[src/hdl/pdmdec_pkg.sv]
// Shared widths, types, constants and FIR coefficients for the PDM decimator.
package pdmdec_pkg;

  // Defaults for the top-level parameters.
  localparam int DECIMATION_DEF = 64;
  localparam int CIC_STAGES_DEF = 5;

  // Fixed field and datapath widths.
  localparam int PDM_W     = 8;
  localparam int PCM_W     = 16;
  localparam int CIC_W     = 32;
  localparam int PDM_STEP  = 32;

  // Compensation FIR: 15 symmetric taps, folded into 8 products.
  localparam int FIR_TAPS  = 15;
  localparam int FIR_HALF  = 8;
  localparam int COEF_W    = 11;
  localparam int PRE_W     = PCM_W + 1;
  localparam int ACC_W     = 28;
  localparam int FIR_SHIFT = 10;
  localparam int SH_W      = ACC_W - FIR_SHIFT;

  localparam int PCM_MAX   = 32767;
  localparam int PCM_MIN   = -32768;

  typedef logic signed [CIC_W-1:0] cic_word_t;
  typedef logic signed [PCM_W-1:0] pcm_t;
  typedef logic signed [COEF_W-1:0] coef_t;
  typedef logic signed [ACC_W-1:0] acc_t;

  // Flags that travel with each bit down the integrator chain.
  typedef struct packed {
    logic vld;
    logic dec;
  } cic_tag_t;

  // Folded coefficient j multiplies taps j and FIR_TAPS-1-j (the center tap alone).
  function automatic coef_t fir_coef(input logic [2:0] idx);
    coef_t c;
    c = '0;
    case (idx)
      3'd0:    c = -COEF_W'(18);
      3'd1:    c = -COEF_W'(42);
      3'd2:    c = -COEF_W'(80);
      3'd3:    c = -COEF_W'(110);
      3'd4:    c = -COEF_W'(98);
      3'd5:    c = COEF_W'(12);
      3'd6:    c = COEF_W'(256);
      3'd7:    c = COEF_W'(512);
      default: c = '0;
    endcase
    return c;
  endfunction

endpackage

[src/hdl/pdmdec_integ_cell.sv]
// One CIC integrator cell: adds its neighbor's value for every valid bit.
module pdmdec_integ_cell (
  input  logic                    clk,
  input  logic                    rst_n,
  input  logic                    en,
  input  pdmdec_pkg::cic_tag_t    tag_in,
  input  pdmdec_pkg::cic_word_t   x_in,
  output pdmdec_pkg::cic_tag_t    tag_out,
  output pdmdec_pkg::cic_word_t   acc_out
);

  pdmdec_pkg::cic_tag_t  tag_r;
  pdmdec_pkg::cic_word_t acc_r;

  always_ff @(posedge clk) begin
    if (!rst_n) begin
      tag_r <= '0;
      acc_r <= '0;
    end else if (en) begin
      tag_r <= tag_in;
      if (tag_in.vld) begin
        acc_r <= acc_r + x_in;
      end
    end
  end

  assign tag_out = tag_r;
  assign acc_out = acc_r;

endmodule

[src/hdl/pdmdec_comb_cell.sv]
// One CIC comb cell: differences its input against the previous decimated value.
module pdmdec_comb_cell (
  input  logic                    clk,
  input  logic                    rst_n,
  input  logic                    en,
  input  logic                    vld_in,
  input  pdmdec_pkg::cic_word_t   v_in,
  output logic                    vld_out,
  output pdmdec_pkg::cic_word_t   d_out
);

  logic                  vld_r;
  pdmdec_pkg::cic_word_t dly_r;
  pdmdec_pkg::cic_word_t d_r;

  always_ff @(posedge clk) begin
    if (!rst_n) begin
      vld_r <= 1'b0;
      dly_r <= '0;
    end else if (en) begin
      vld_r <= vld_in;
      if (vld_in) begin
        dly_r <= v_in;
      end
    end
  end

  always_ff @(posedge clk) begin
    if (en && vld_in) begin
      d_r <= v_in - dly_r;
    end
  end

  assign vld_out = vld_r;
  assign d_out   = d_r;

endmodule

[src/hdl/pdmdec_fir.sv]
// Symmetric 15-tap compensation FIR: tap line, pre-add, multiply and a registered adder tree.
module pdmdec_fir (
  input  logic                  clk,
  input  logic                  rst_n,
  input  logic                  en,
  input  logic                  smp_vld,
  input  pdmdec_pkg::pcm_t      smp,
  output logic                  res_vld,
  output pdmdec_pkg::acc_t      res
);

  localparam int TAPS = pdmdec_pkg::FIR_TAPS;
  localparam int HALF = pdmdec_pkg::FIR_HALF;
  localparam int PW   = pdmdec_pkg::PRE_W;
  localparam int AW   = pdmdec_pkg::ACC_W;

  // Tap line, oldest sample at index 0.
  pdmdec_pkg::pcm_t     line_r [TAPS];
  logic signed [PW-1:0] pre_r  [HALF];
  pdmdec_pkg::acc_t     prod_r [HALF];
  pdmdec_pkg::acc_t     sum4_r [4];
  pdmdec_pkg::acc_t     sum2_r [2];
  pdmdec_pkg::acc_t     sum1_r;

  logic line_vld_r, pre_vld_r, prod_vld_r, sum4_vld_r, sum2_vld_r, sum1_vld_r;

  always_ff @(posedge clk) begin
    if (!rst_n) begin
      for (int i = 0; i < TAPS; i++) begin
        line_r[i] <= '0;
      end
    end else if (en && smp_vld) begin
      for (int i = 0; i < TAPS - 1; i++) begin
        line_r[i] <= line_r[i+1];
      end
      line_r[TAPS-1] <= smp;
    end
  end

  always_ff @(posedge clk) begin
    if (!rst_n) begin
      line_vld_r <= 1'b0;
      pre_vld_r  <= 1'b0;
      prod_vld_r <= 1'b0;
      sum4_vld_r <= 1'b0;
      sum2_vld_r <= 1'b0;
      sum1_vld_r <= 1'b0;
    end else if (en) begin
      line_vld_r <= smp_vld;
      pre_vld_r  <= line_vld_r;
      prod_vld_r <= pre_vld_r;
      sum4_vld_r <= prod_vld_r;
      sum2_vld_r <= sum4_vld_r;
      sum1_vld_r <= sum2_vld_r;
    end
  end

  always_ff @(posedge clk) begin
    if (en) begin
      for (int j = 0; j < HALF - 1; j++) begin
        pre_r[j] <= PW'(line_r[j]) + PW'(line_r[TAPS-1-j]);
      end
      pre_r[HALF-1] <= PW'(line_r[HALF-1]);
      for (int j = 0; j < HALF; j++) begin
        prod_r[j] <= AW'(pre_r[j]) * AW'(pdmdec_pkg::fir_coef(3'(j)));
      end
      for (int j = 0; j < 4; j++) begin
        sum4_r[j] <= prod_r[2*j] + prod_r[2*j+1];
      end
      for (int j = 0; j < 2; j++) begin
        sum2_r[j] <= sum4_r[2*j] + sum4_r[2*j+1];
      end
      sum1_r <= sum2_r[0] + sum2_r[1];
    end
  end

  assign res_vld = sum1_vld_r;
  assign res     = sum1_r;

endmodule

[src/hdl/pdm_cic_decimator_fir.sv]
// Top level of the PDM-to-PCM decimator: CIC integrator and comb chains and compensation FIR.
//
//   Channel   Direction  Handshake             Payload
//   in_       input      in_valid / in_ready   in_pdm_byte    (8 PDM bits, MSB first)
//   out_      output     out_valid / out_ready out_pcm_sample (signed 16-bit PCM)
//
// A byte is sent into the integrator chain one bit per cycle while the
// pipeline is not frozen; a new byte is taken in the cycle its predecessor's
// last bit leaves. The bit that completes a decimation period then passes
// the integrator and comb cells, the FIR's tap line, pre-add, product and
// adder-tree registers and the output register. Reset (synchronous, active
// low) clears the integrator sums, comb delays, FIR tap line, counters and
// valid flags. While a finished sample waits in the output register and
// out_ready is low, the whole pipeline freezes and in_ready stays low.
module pdm_cic_decimator_fir #(
  parameter int DECIMATION = pdmdec_pkg::DECIMATION_DEF,
  parameter int CIC_STAGES = pdmdec_pkg::CIC_STAGES_DEF
) (
  input  logic                               clk,
  input  logic                               rst_n,
  input  logic                               in_valid,
  output logic                               in_ready,
  input  logic [pdmdec_pkg::PDM_W-1:0]       in_pdm_byte,
  output logic                               out_valid,
  input  logic                               out_ready,
  output logic signed [pdmdec_pkg::PCM_W-1:0] out_pcm_sample
);

  localparam int PDM_W  = pdmdec_pkg::PDM_W;
  localparam int CIC_W  = pdmdec_pkg::CIC_W;
  localparam int PCM_W  = pdmdec_pkg::PCM_W;
  localparam int SH_W   = pdmdec_pkg::SH_W;
  localparam int ACC_W  = pdmdec_pkg::ACC_W;
  localparam int BCNT_W = $clog2(DECIMATION);
  localparam int SCNT_W = $clog2(PDM_W + 1);

  localparam pdmdec_pkg::cic_word_t STEP_POS = CIC_W'(pdmdec_pkg::PDM_STEP);
  localparam pdmdec_pkg::cic_word_t STEP_NEG = -CIC_W'(pdmdec_pkg::PDM_STEP);
  localparam logic signed [SH_W-1:0] SAT_HI  = SH_W'(pdmdec_pkg::PCM_MAX);
  localparam logic signed [SH_W-1:0] SAT_LO  = SH_W'(pdmdec_pkg::PCM_MIN);

  // Global advance: every stage moves unless a sample is stuck at the output.
  logic en;
  logic out_valid_r;
  pdmdec_pkg::pcm_t out_pcm_r;

  assign en = !out_valid_r || out_ready;

  // Bit shifter: holds the current byte and the number of bits still to send.
  logic [PDM_W-1:0]  bits_r;
  logic [SCNT_W-1:0] scnt_r;
  logic [BCNT_W-1:0] bcnt_r;
  logic              issue;
  logic              dec_now;
  logic              in_acc;

  assign issue    = (scnt_r != '0);
  assign in_ready = en && (scnt_r <= SCNT_W'(1));
  assign in_acc   = in_valid && in_ready;
  assign dec_now  = (bcnt_r == BCNT_W'(DECIMATION - 1));

  always_ff @(posedge clk) begin
    if (!rst_n) begin
      scnt_r <= '0;
      bcnt_r <= '0;
    end else if (en) begin
      if (in_acc) begin
        scnt_r <= SCNT_W'(PDM_W);
      end else if (issue) begin
        scnt_r <= scnt_r - SCNT_W'(1);
      end
      if (issue) begin
        bcnt_r <= dec_now ? '0 : bcnt_r + BCNT_W'(1);
      end
    end
  end

  always_ff @(posedge clk) begin
    if (en) begin
      if (in_acc) begin
        bits_r <= in_pdm_byte;
      end else if (issue) begin
        bits_r <= {bits_r[PDM_W-2:0], 1'b0};
      end
    end
  end

  // Integrator chain. Each cell sees its neighbor's registered sum, so every
  // bit ripples through the chain stage by stage, one register per cell, and
  // the decimation flag travels along with it.
  pdmdec_pkg::cic_tag_t  int_tag [CIC_STAGES+1];
  pdmdec_pkg::cic_word_t int_acc [CIC_STAGES+1];

  assign int_tag[0].vld = issue;
  assign int_tag[0].dec = dec_now;
  assign int_acc[0]     = bits_r[PDM_W-1] ? STEP_POS : STEP_NEG;

  for (genvar k = 0; k < CIC_STAGES; k++) begin : g_integ
    pdmdec_integ_cell u_integ (
      .clk     (clk),
      .rst_n   (rst_n),
      .en      (en),
      .tag_in  (int_tag[k]),
      .x_in    (int_acc[k]),
      .tag_out (int_tag[k+1]),
      .acc_out (int_acc[k+1])
    );
  end

  // Comb chain, fed only with the last integrator's value at decimation points.
  logic                  comb_vld [CIC_STAGES+1];
  pdmdec_pkg::cic_word_t comb_v   [CIC_STAGES+1];

  assign comb_vld[0] = int_tag[CIC_STAGES].vld && int_tag[CIC_STAGES].dec;
  assign comb_v[0]   = int_acc[CIC_STAGES];

  for (genvar k = 0; k < CIC_STAGES; k++) begin : g_comb
    pdmdec_comb_cell u_comb (
      .clk     (clk),
      .rst_n   (rst_n),
      .en      (en),
      .vld_in  (comb_vld[k]),
      .v_in    (comb_v[k]),
      .vld_out (comb_vld[k+1]),
      .d_out   (comb_v[k+1])
    );
  end

  // The arithmetic shift by 16 of a 32-bit word always fits 16 bits, so the
  // upper half is the sample and needs no clamp.
  pdmdec_pkg::pcm_t cic_smp;
  assign cic_smp = comb_v[CIC_STAGES][CIC_W-1 -: PCM_W];

  logic                fir_vld;
  pdmdec_pkg::acc_t    fir_acc;

  pdmdec_fir u_fir (
    .clk     (clk),
    .rst_n   (rst_n),
    .en      (en),
    .smp_vld (comb_vld[CIC_STAGES]),
    .smp     (cic_smp),
    .res_vld (fir_vld),
    .res     (fir_acc)
  );

  // Floor shift by 10 is the upper bits of the sum; then saturate to 16 bits.
  logic signed [SH_W-1:0] fir_sh;
  pdmdec_pkg::pcm_t       fir_sat;

  assign fir_sh = $signed(fir_acc[ACC_W-1:pdmdec_pkg::FIR_SHIFT]);

  always_comb begin
    if (fir_sh > SAT_HI) begin
      fir_sat = PCM_W'(SAT_HI);
    end else if (fir_sh < SAT_LO) begin
      fir_sat = PCM_W'(SAT_LO);
    end else begin
      fir_sat = PCM_W'(fir_sh);
    end
  end

  always_ff @(posedge clk) begin
    if (!rst_n) begin
      out_valid_r <= 1'b0;
    end else if (en) begin
      out_valid_r <= fir_vld;
    end
  end

  always_ff @(posedge clk) begin
    if (en && fir_vld) begin
      out_pcm_r <= fir_sat;
    end
  end

  assign out_valid      = out_valid_r;
  assign out_pcm_sample = out_pcm_r;

endmodule

[config.mk]
export PLATFORM = sky130hd
export DESIGN_NAME = pdm_cic_decimator_fir
export DESIGN_NICKNAME = d
export VERILOG_FILES = /design/src/hdl/pdmdec_pkg.sv /design/src/hdl/pdmdec_integ_cell.sv /design/src/hdl/pdmdec_comb_cell.sv /design/src/hdl/pdmdec_fir.sv /design/src/hdl/pdm_cic_decimator_fir.sv
export SDC_FILE = /design/constraint.sdc
export NUM_CORES = 2
export LEC_CHECK = 0
export ABC_CLOCK_PERIOD_IN_PS = 60200
export BUFFER_PORTS_ARGS = -buffer_cell sky130_fd_sc_hd__buf_2
export CAP_MARGIN = 25
export CORE_ASPECT_RATIO = 1.75
export CORE_UTILIZATION = 55
export DETAILED_ROUTE_END_ITERATION = 10
export GPL_TIMING_DRIVEN = 0
export PLACE_DENSITY = 0.71
export SYNTH_ARGS = -nofsm -noshare
export SYNTH_HDL_FRONTEND = slang
export SYNTH_SLANG_ARGS = --single-unit
[constraint.sdc]
create_clock -name clk -period 60.2 [get_ports clk]
set_input_delay 12.04 -clock clk [delete_from_list [all_inputs] [get_ports clk]]
set_output_delay 12.04 -clock clk [all_outputs]
set_load 0.02 [all_outputs]
Yosys cells after proc, flatten, opt, wreduce, memory -nomap -nowiden
Memory sizes are Yosys's and may differ from the RTL's.
Index checks and enable logic that the tools add are counted.
{ "op_classes": {"n_addsub": 26, "mul": 8, "n_lt_le_gt_ge": 3, "eq_ne": 1, "muxes": 36, "bitwise_logic": 15, "n_reduce_logical": 25} }
{ "op_table": {"columns": ["operator", "count"], "rows": [
  ["16-bit 2-to-1 mux", 16],
  ["17-bit by 11-bit multiplier with 28-bit output", 8],
  ["28-bit adder", 7],
  ["32-bit adder", 5],
  ["32-bit subtractor", 5],
  ["16-bit by 16-bit adder with 17-bit output", 7],
  ["11-bit 2-to-1 mux", 8],
  ["32-bit 2-to-1 mux", 1],
  ["2-bit AND reduction", 11],
  ["18-bit by 16-bit greater-than comparator with 1-bit output, second input constant", 1],
  ["18-bit by 16-bit less-than comparator with 1-bit output, second input constant", 1],
  ["8-bit 2-to-1 mux", 2],
  ["1-bit bitwise OR", 15],
  ["1-bit logical AND", 10],
  ["4-bit 2-to-1 mux", 2],
  ["6-bit by 1-bit adder with 6-bit output, second input constant", 1],
  ["6-bit == test, second input constant", 1],
  ["1-bit 2-to-1 mux", 6],
  ["6-bit 2-to-1 mux", 1],
  ["4-bit by 1-bit less-or-equal comparator with 1-bit output, second input constant", 1],
  ["4-bit nonzero test", 1],
  ["4-bit by 1-bit subtractor with 4-bit output, second input constant", 1],
  ["2-bit nonzero test", 1],
  ["1-bit logical NOT", 1],
  ["1-bit logical OR", 1]
]} }
{ "totals": {"reg_bits": 564, "ramBits": 768, "n_memories": 5} }
{ "memory_table": {"columns": ["memory", "depth", "word_bits", "rd", "rd_ports_with_merged_regs", "wr", "line_no", "source"], "rows": [
  ["u_fir.line_r", 15, 16, 15, 0, 15, "pdmdec_fir.sv:18", "pdmdec_pkg::pcm_t line_r [TAPS];"],
  ["u_fir.prod_r", 8, 28, 8, 0, 8, "pdmdec_fir.sv:20", "pdmdec_pkg::acc_t prod_r [HALF];"],
  ["u_fir.pre_r", 8, 17, 8, 0, 8, "pdmdec_fir.sv:19", "logic signed [PW-1:0] pre_r [HALF];"],
  ["u_fir.sum4_r", 4, 28, 4, 0, 4, "pdmdec_fir.sv:21", "pdmdec_pkg::acc_t sum4_r [4];"],
  ["u_fir.sum2_r", 2, 28, 2, 0, 2, "pdmdec_fir.sv:22", "pdmdec_pkg::acc_t sum2_r [2];"]
]} }

Depth between registers and ports, before layout
{ "depth": {"depth_word": 7, "mapped_depth": 22, "depth_no_buf": 22} }

Cells and area by module
From an unflattened synthesis, not the netlist that was laid out.
{ "hier_totals": {"cells_unflattened": 9473, "hier_area_um2": 96149.7} }
{ "modules_own_cells": {"columns": ["module", "instances", "cells_per_inst", "area_each_um2", "seq_area_each_um2"], "rows": [
  ["pdmdec_fir", 1, 5200, 59409.5, 22581.7],
  ["pdmdec_integ_cell (g_integ[0].u_integ ...)", 4, 376, 3059.2, 680.7],
  ["pdmdec_comb_cell (g_comb[0].u_comb ...)", 3, 448, 4001.3, 1621.6],
  ["pdmdec_comb_cell (g_comb[1].u_comb ...)", 2, 448, 4012.6, 1621.6],
  ["pdmdec_integ_cell (g_integ[4].u_integ)", 1, 349, 2680.1, 680.7],
  ["pdm_cic_decimator_fir", 1, 180, 1794.2, 940.9]
]} }

Least setup slack after synthesis
Ideal clock, no wire load.
{ "synth_timing": {"kind": "in2reg", "from": "in out_ready", "to": "reg out_pcm_r[0] (netlist: out_pcm_sample[0]) (enable)", "setup_ns": 0.376, "arrival_time_ns": 27.795, "required_ns": 59.824, "path_slack_ns": 32.029, "cell_stages": 6, "n_path_buf": 3, "path_cell_list": "nor2b_1 -> clkbuf_1 -> inv_1 -> clkbuf_1 -> buf_1 -> and2_1"} }
{ "synth_between": {"elab_chain_cells": 2} }
{ "synth_lines": {"columns": ["element", "line_no", "source"], "rows": [
  ["start, declared", "pdm_cic_decimator_fir.sv:25", "input logic out_ready,"],
  ["1-bit logical OR", "pdm_cic_decimator_fir.sv:47", "assign en = !out_valid_r || out_ready;"],
  ["via en", "pdm_cic_decimator_fir.sv:43", "logic en;"],
  ["1-bit logical AND", "pdm_cic_decimator_fir.sv:172", "if (en && fir_vld) begin"],
  ["end signal, assigned", "pdm_cic_decimator_fir.sv:173", "out_pcm_r <= fir_sat;"],
  ["end, declared", "pdm_cic_decimator_fir.sv:45", "pdmdec_pkg::pcm_t out_pcm_r;"]
]} }
The timed path passes the listed nets, and every way through them passes these cells.
A chain may end at the register's enable or synchronous reset.

Final worst setup path
{ "layout_timing": {"from": "in out_ready", "to": "out in_ready"} }
{ "layout_between": {"elab_chain_cells": 2} }
{ "layout_lines": {"columns": ["element", "line_no", "source"], "rows": [
  ["1-bit logical OR", "pdm_cic_decimator_fir.sv:47", null],
  ["1-bit logical AND", "pdm_cic_decimator_fir.sv:58", "assign in_ready = en && (scnt_r <= SCNT_W'(1));"],
  ["end, declared", "pdm_cic_decimator_fir.sv:22", "output logic in_ready,"]
]} }
Every way passes these cells.

==> impl_metrics.yaml <==
synth:
  avgSynthCellArea_um2: 10.3
  synthSimpleGateAreaFrac: 0.112
  synth_edf_count: 903
  synthMuxAreaShare: 0.00263
  ys_types: 78
  ys_async_sr_fraction: 0
  postSynthCellCount: 8485
  synth_fa_ha_area_frac: 0.257
  yosysTopAreaCell: "edfxtp_1"
  synth_ff_type: "edfxtp_1"
  netlist_area_mm2: 0.0871
  ys_warn_count: 0
  synth_top_family_by_area: "adder cells"
  synth_seq_area_share: 0.386
  synth-seq-cells: 1227
  synth.top_cell.area_share: 0.311
  synth_compound_area_frac: 0.130
  synth_top_cells_by_area: "edfxtp_1 31%, ha_1 16%, fa_1 10%"
  synthXorXnorAreaFrac: 0.0597
worst_setup_path:
  timing.rr.end: "u_fir.prod_r[0][26]"
  critPathKind: "input port to output pin"
  cpPeakStageDelay_ns: 0.62
  worst-r2r-cell-count: 18
  crit_path_max_fanout: 8
  cp.required_ns: 48.16
  startpoint_type: "input port"
  critPathMostFrequentCell: "buf_2"
  worst-r2r-setup-slack_ns: 53.94
  regToRegStartpoint: "u_fir.pre_r[0][4]"
  end_kind: "output pin"
  cp_cell_sequence: "buf_2 -> nor2b_1 -> clkbuf_1 -> nor2_1 -> buf_2"
  cpMaxStageDelayCell: "clkbuf_1"
  worst_ep_arrival_time_ns: 13.46
drt:
  drt-wirelength-per-cell_um: 18.9
  num_vias: 60600
  drt_wl_total_um: 204000
  drt_iter0_markers: 2481
  route.detailed.drc: 0
  post_drt_via_cell_ratio: 5.61
  drt.antenna.violating_nets: 0
  drt_first_pass_iters: 5
timing:
  max_freq_mhz: 39.2
  setup_viol: 0
  skew_ns: 0.0492
  fin_crit_ns: 25.50
  final.setup.tns_ns: 0
  worstMarginPinSlew_ns: 1.01
  grt_setup_unrepaired: "no"
  drv_slew: 0
  min_period_over_period: 0.424
  hold_viol_final: 0
  maxSlewHeadroom: 0.312
placement:
  dp.final_hpwl_um: 165000
  place_congestion: 0.948
  placed_cells: 10600
  placed_area_mm2: 0.0902
  io_buffers: 29
grt:
  grtUsageMet2: 0.495
  grt_util_met3: 0.0282
  antenna_found_initial: 5
  grt_use_total: 0.257
  grt_pass1_wl_um: 320000
  top_usage_layer: "met2"
  grt_pass1_vias: 62900
  grt_max_degree: 72
  grt_use_met1: 0.241
  grt-ovfl-total: 0
clock_tree:
  cts_buffers: 114
  post_cts.repair.setup_buffers: 0
  clock-sinks: 1227
  clk_latency_ns: 0.76
  cts_tree: "done"
  cts-hold-fix-buffers: 0
  cts_resized: 0
  htreeDepth: 3
  cts_root_buf: "clkbuf_16"
  cts_max_path_buffers: 3
  clk_pin_slew_ns: 0.06
finish:
  multiInputGateArea_mm2: 0.0490
  final_layout_size_suffix_gt1_frac: 0.0335
  fill_cells: 13000
  area_growth_pct: 8.13
  stdcell_count: 10800
  fin_nets: 10200
  area.sequential_mm2: 0.0336
  final_area_mm2: 0.0942
run:
  cap_violations: 0
hold_path:
  min_to: "u_fir.prod_r[1][107]"
  worstHoldStart: "u_fir.pre_r[3][31]"
  hold_class: "flip-flop to flip-flop"
  hold_depth: 0
floorplanning:
  die_h_um: 528
  pin_count: 30
  die_area_mm2: 0.160
  core_mm2: 0.157
  start_util: 0.555
  dieWidth_um: 303
  rows: 192
run_status:
  outcome: "finished, final reports clean"
==> flip-flops by register name (all words and copies together), names as in the netlist, 54 cells and up <==
register                 count
g_comb.u_comb.dly_r        154
u_fir.sum2_r                54
g_comb.u_comb.d_out        140
g_integ.u_integ.acc_out    138
u_fir.line_r               240
u_fir.pre_r                135
u_fir.sum4_r               101
u_fir.prod_r               191
==> cells in the mapped netlist, drive strengths merged, types with 11 or more instances <==
cell       n
o21ai    288
o31a      12
nor2b     88
nand3    136
dfxtp    324
fa       435
a21oi    757
a41o      12
edfxtp   903
inv     1053
xnor2    447
mux2      15
o21bai    63
a31oi     47
and2     258
nand4     31
clkbuf   151
a21o     241
a31o      11
a41oi     21
nand2    799
a211o     21
nor4      15
o31ai     17
or3       34
a21boi    24
a221oi    17
o311ai    17
o211ai    29
nor2     404
ha      1093
or2       14
a211oi    47
o21a     106
nor3     128
xor2     147
and3      56
nand2b    68
and4      16
o41ai     11
==> cells by family after synthesis <==
kind of cell | after synthesis
XOR/XNOR | 594
buffers and inverters | 1213
adder cells (fa/ha/maj) | 1528
flip-flops | 1227
other | 1
AO/OA/AOI/OAI | 1824
AND/OR/NAND/NOR | 2077
multiplexers | 21
==> final cells by class <==
cell class                      instances  area share
Timing Repair Buffer                   52     0.00654
Antenna cell                            2   0.0000531
Clock buffer                          148      0.0330
Buffer                                160     0.00647
Multi-Input combinational cell       6050       0.520
Inverter                             1053      0.0420
Tap cell                             2037      0.0271
Clock inverter                         67     0.00818
Sequential cell                      1227       0.357
==> how the worst max path moves through the flow <==
stage                          from                 end  slack, ns  cells past startpoint
after floorplan           out_ready   out_pcm_sample[0]      32.03                      6
after global placement    out_ready  out_pcm_sample[11]      25.54                      7
after detailed placement  out_ready            in_ready      34.68                      5
after CTS                 out_ready            in_ready      34.68                      5
after global routing      out_ready            in_ready      34.67                      5
final                     out_ready            in_ready      34.70                      5
==> layout by cell type, fill, tap and decap left out, types with 239 or more instances in the layout <==
cell type and n:
ha_1 1093, inv_1 1052, edfxtp_1 903, nand2_1 798, a21oi_1 755, xnor2_1 447, fa_1 435, nor2_1 404
dfxtp_1 324, o21ai_0 287, and2_1 258, a21o_1 239
==> critical path, delay by kind of cell <==
family                 cells  cell delay (ns)
AND/OR/NAND/NOR            2             0.43
buffers and inverters      3             0.98
==> layer usage <==
metal	up-vias	wire, um
li1	29600	-
met5	-	0
met2	1175	111000
met3	662	5950
met4	0	18200
met1	29100	68900
==> through the flow <==
step           worst slack [ns]  hold WS, ns   util
6_report                  34.70        0.411  0.600
5_1_grt                   34.67        0.421  0.600
4_1_cts                   34.68        0.417  0.600
3_5_place_dp              34.68        0.405  0.575
3_3_place_gp              25.54        0.401  0.572
2_1_floorplan             32.03        0.400      -
Power is left out: the tool's default activity adds up to more than one toggle a clock period on the data nets, which glitch-free logic cannot reach.
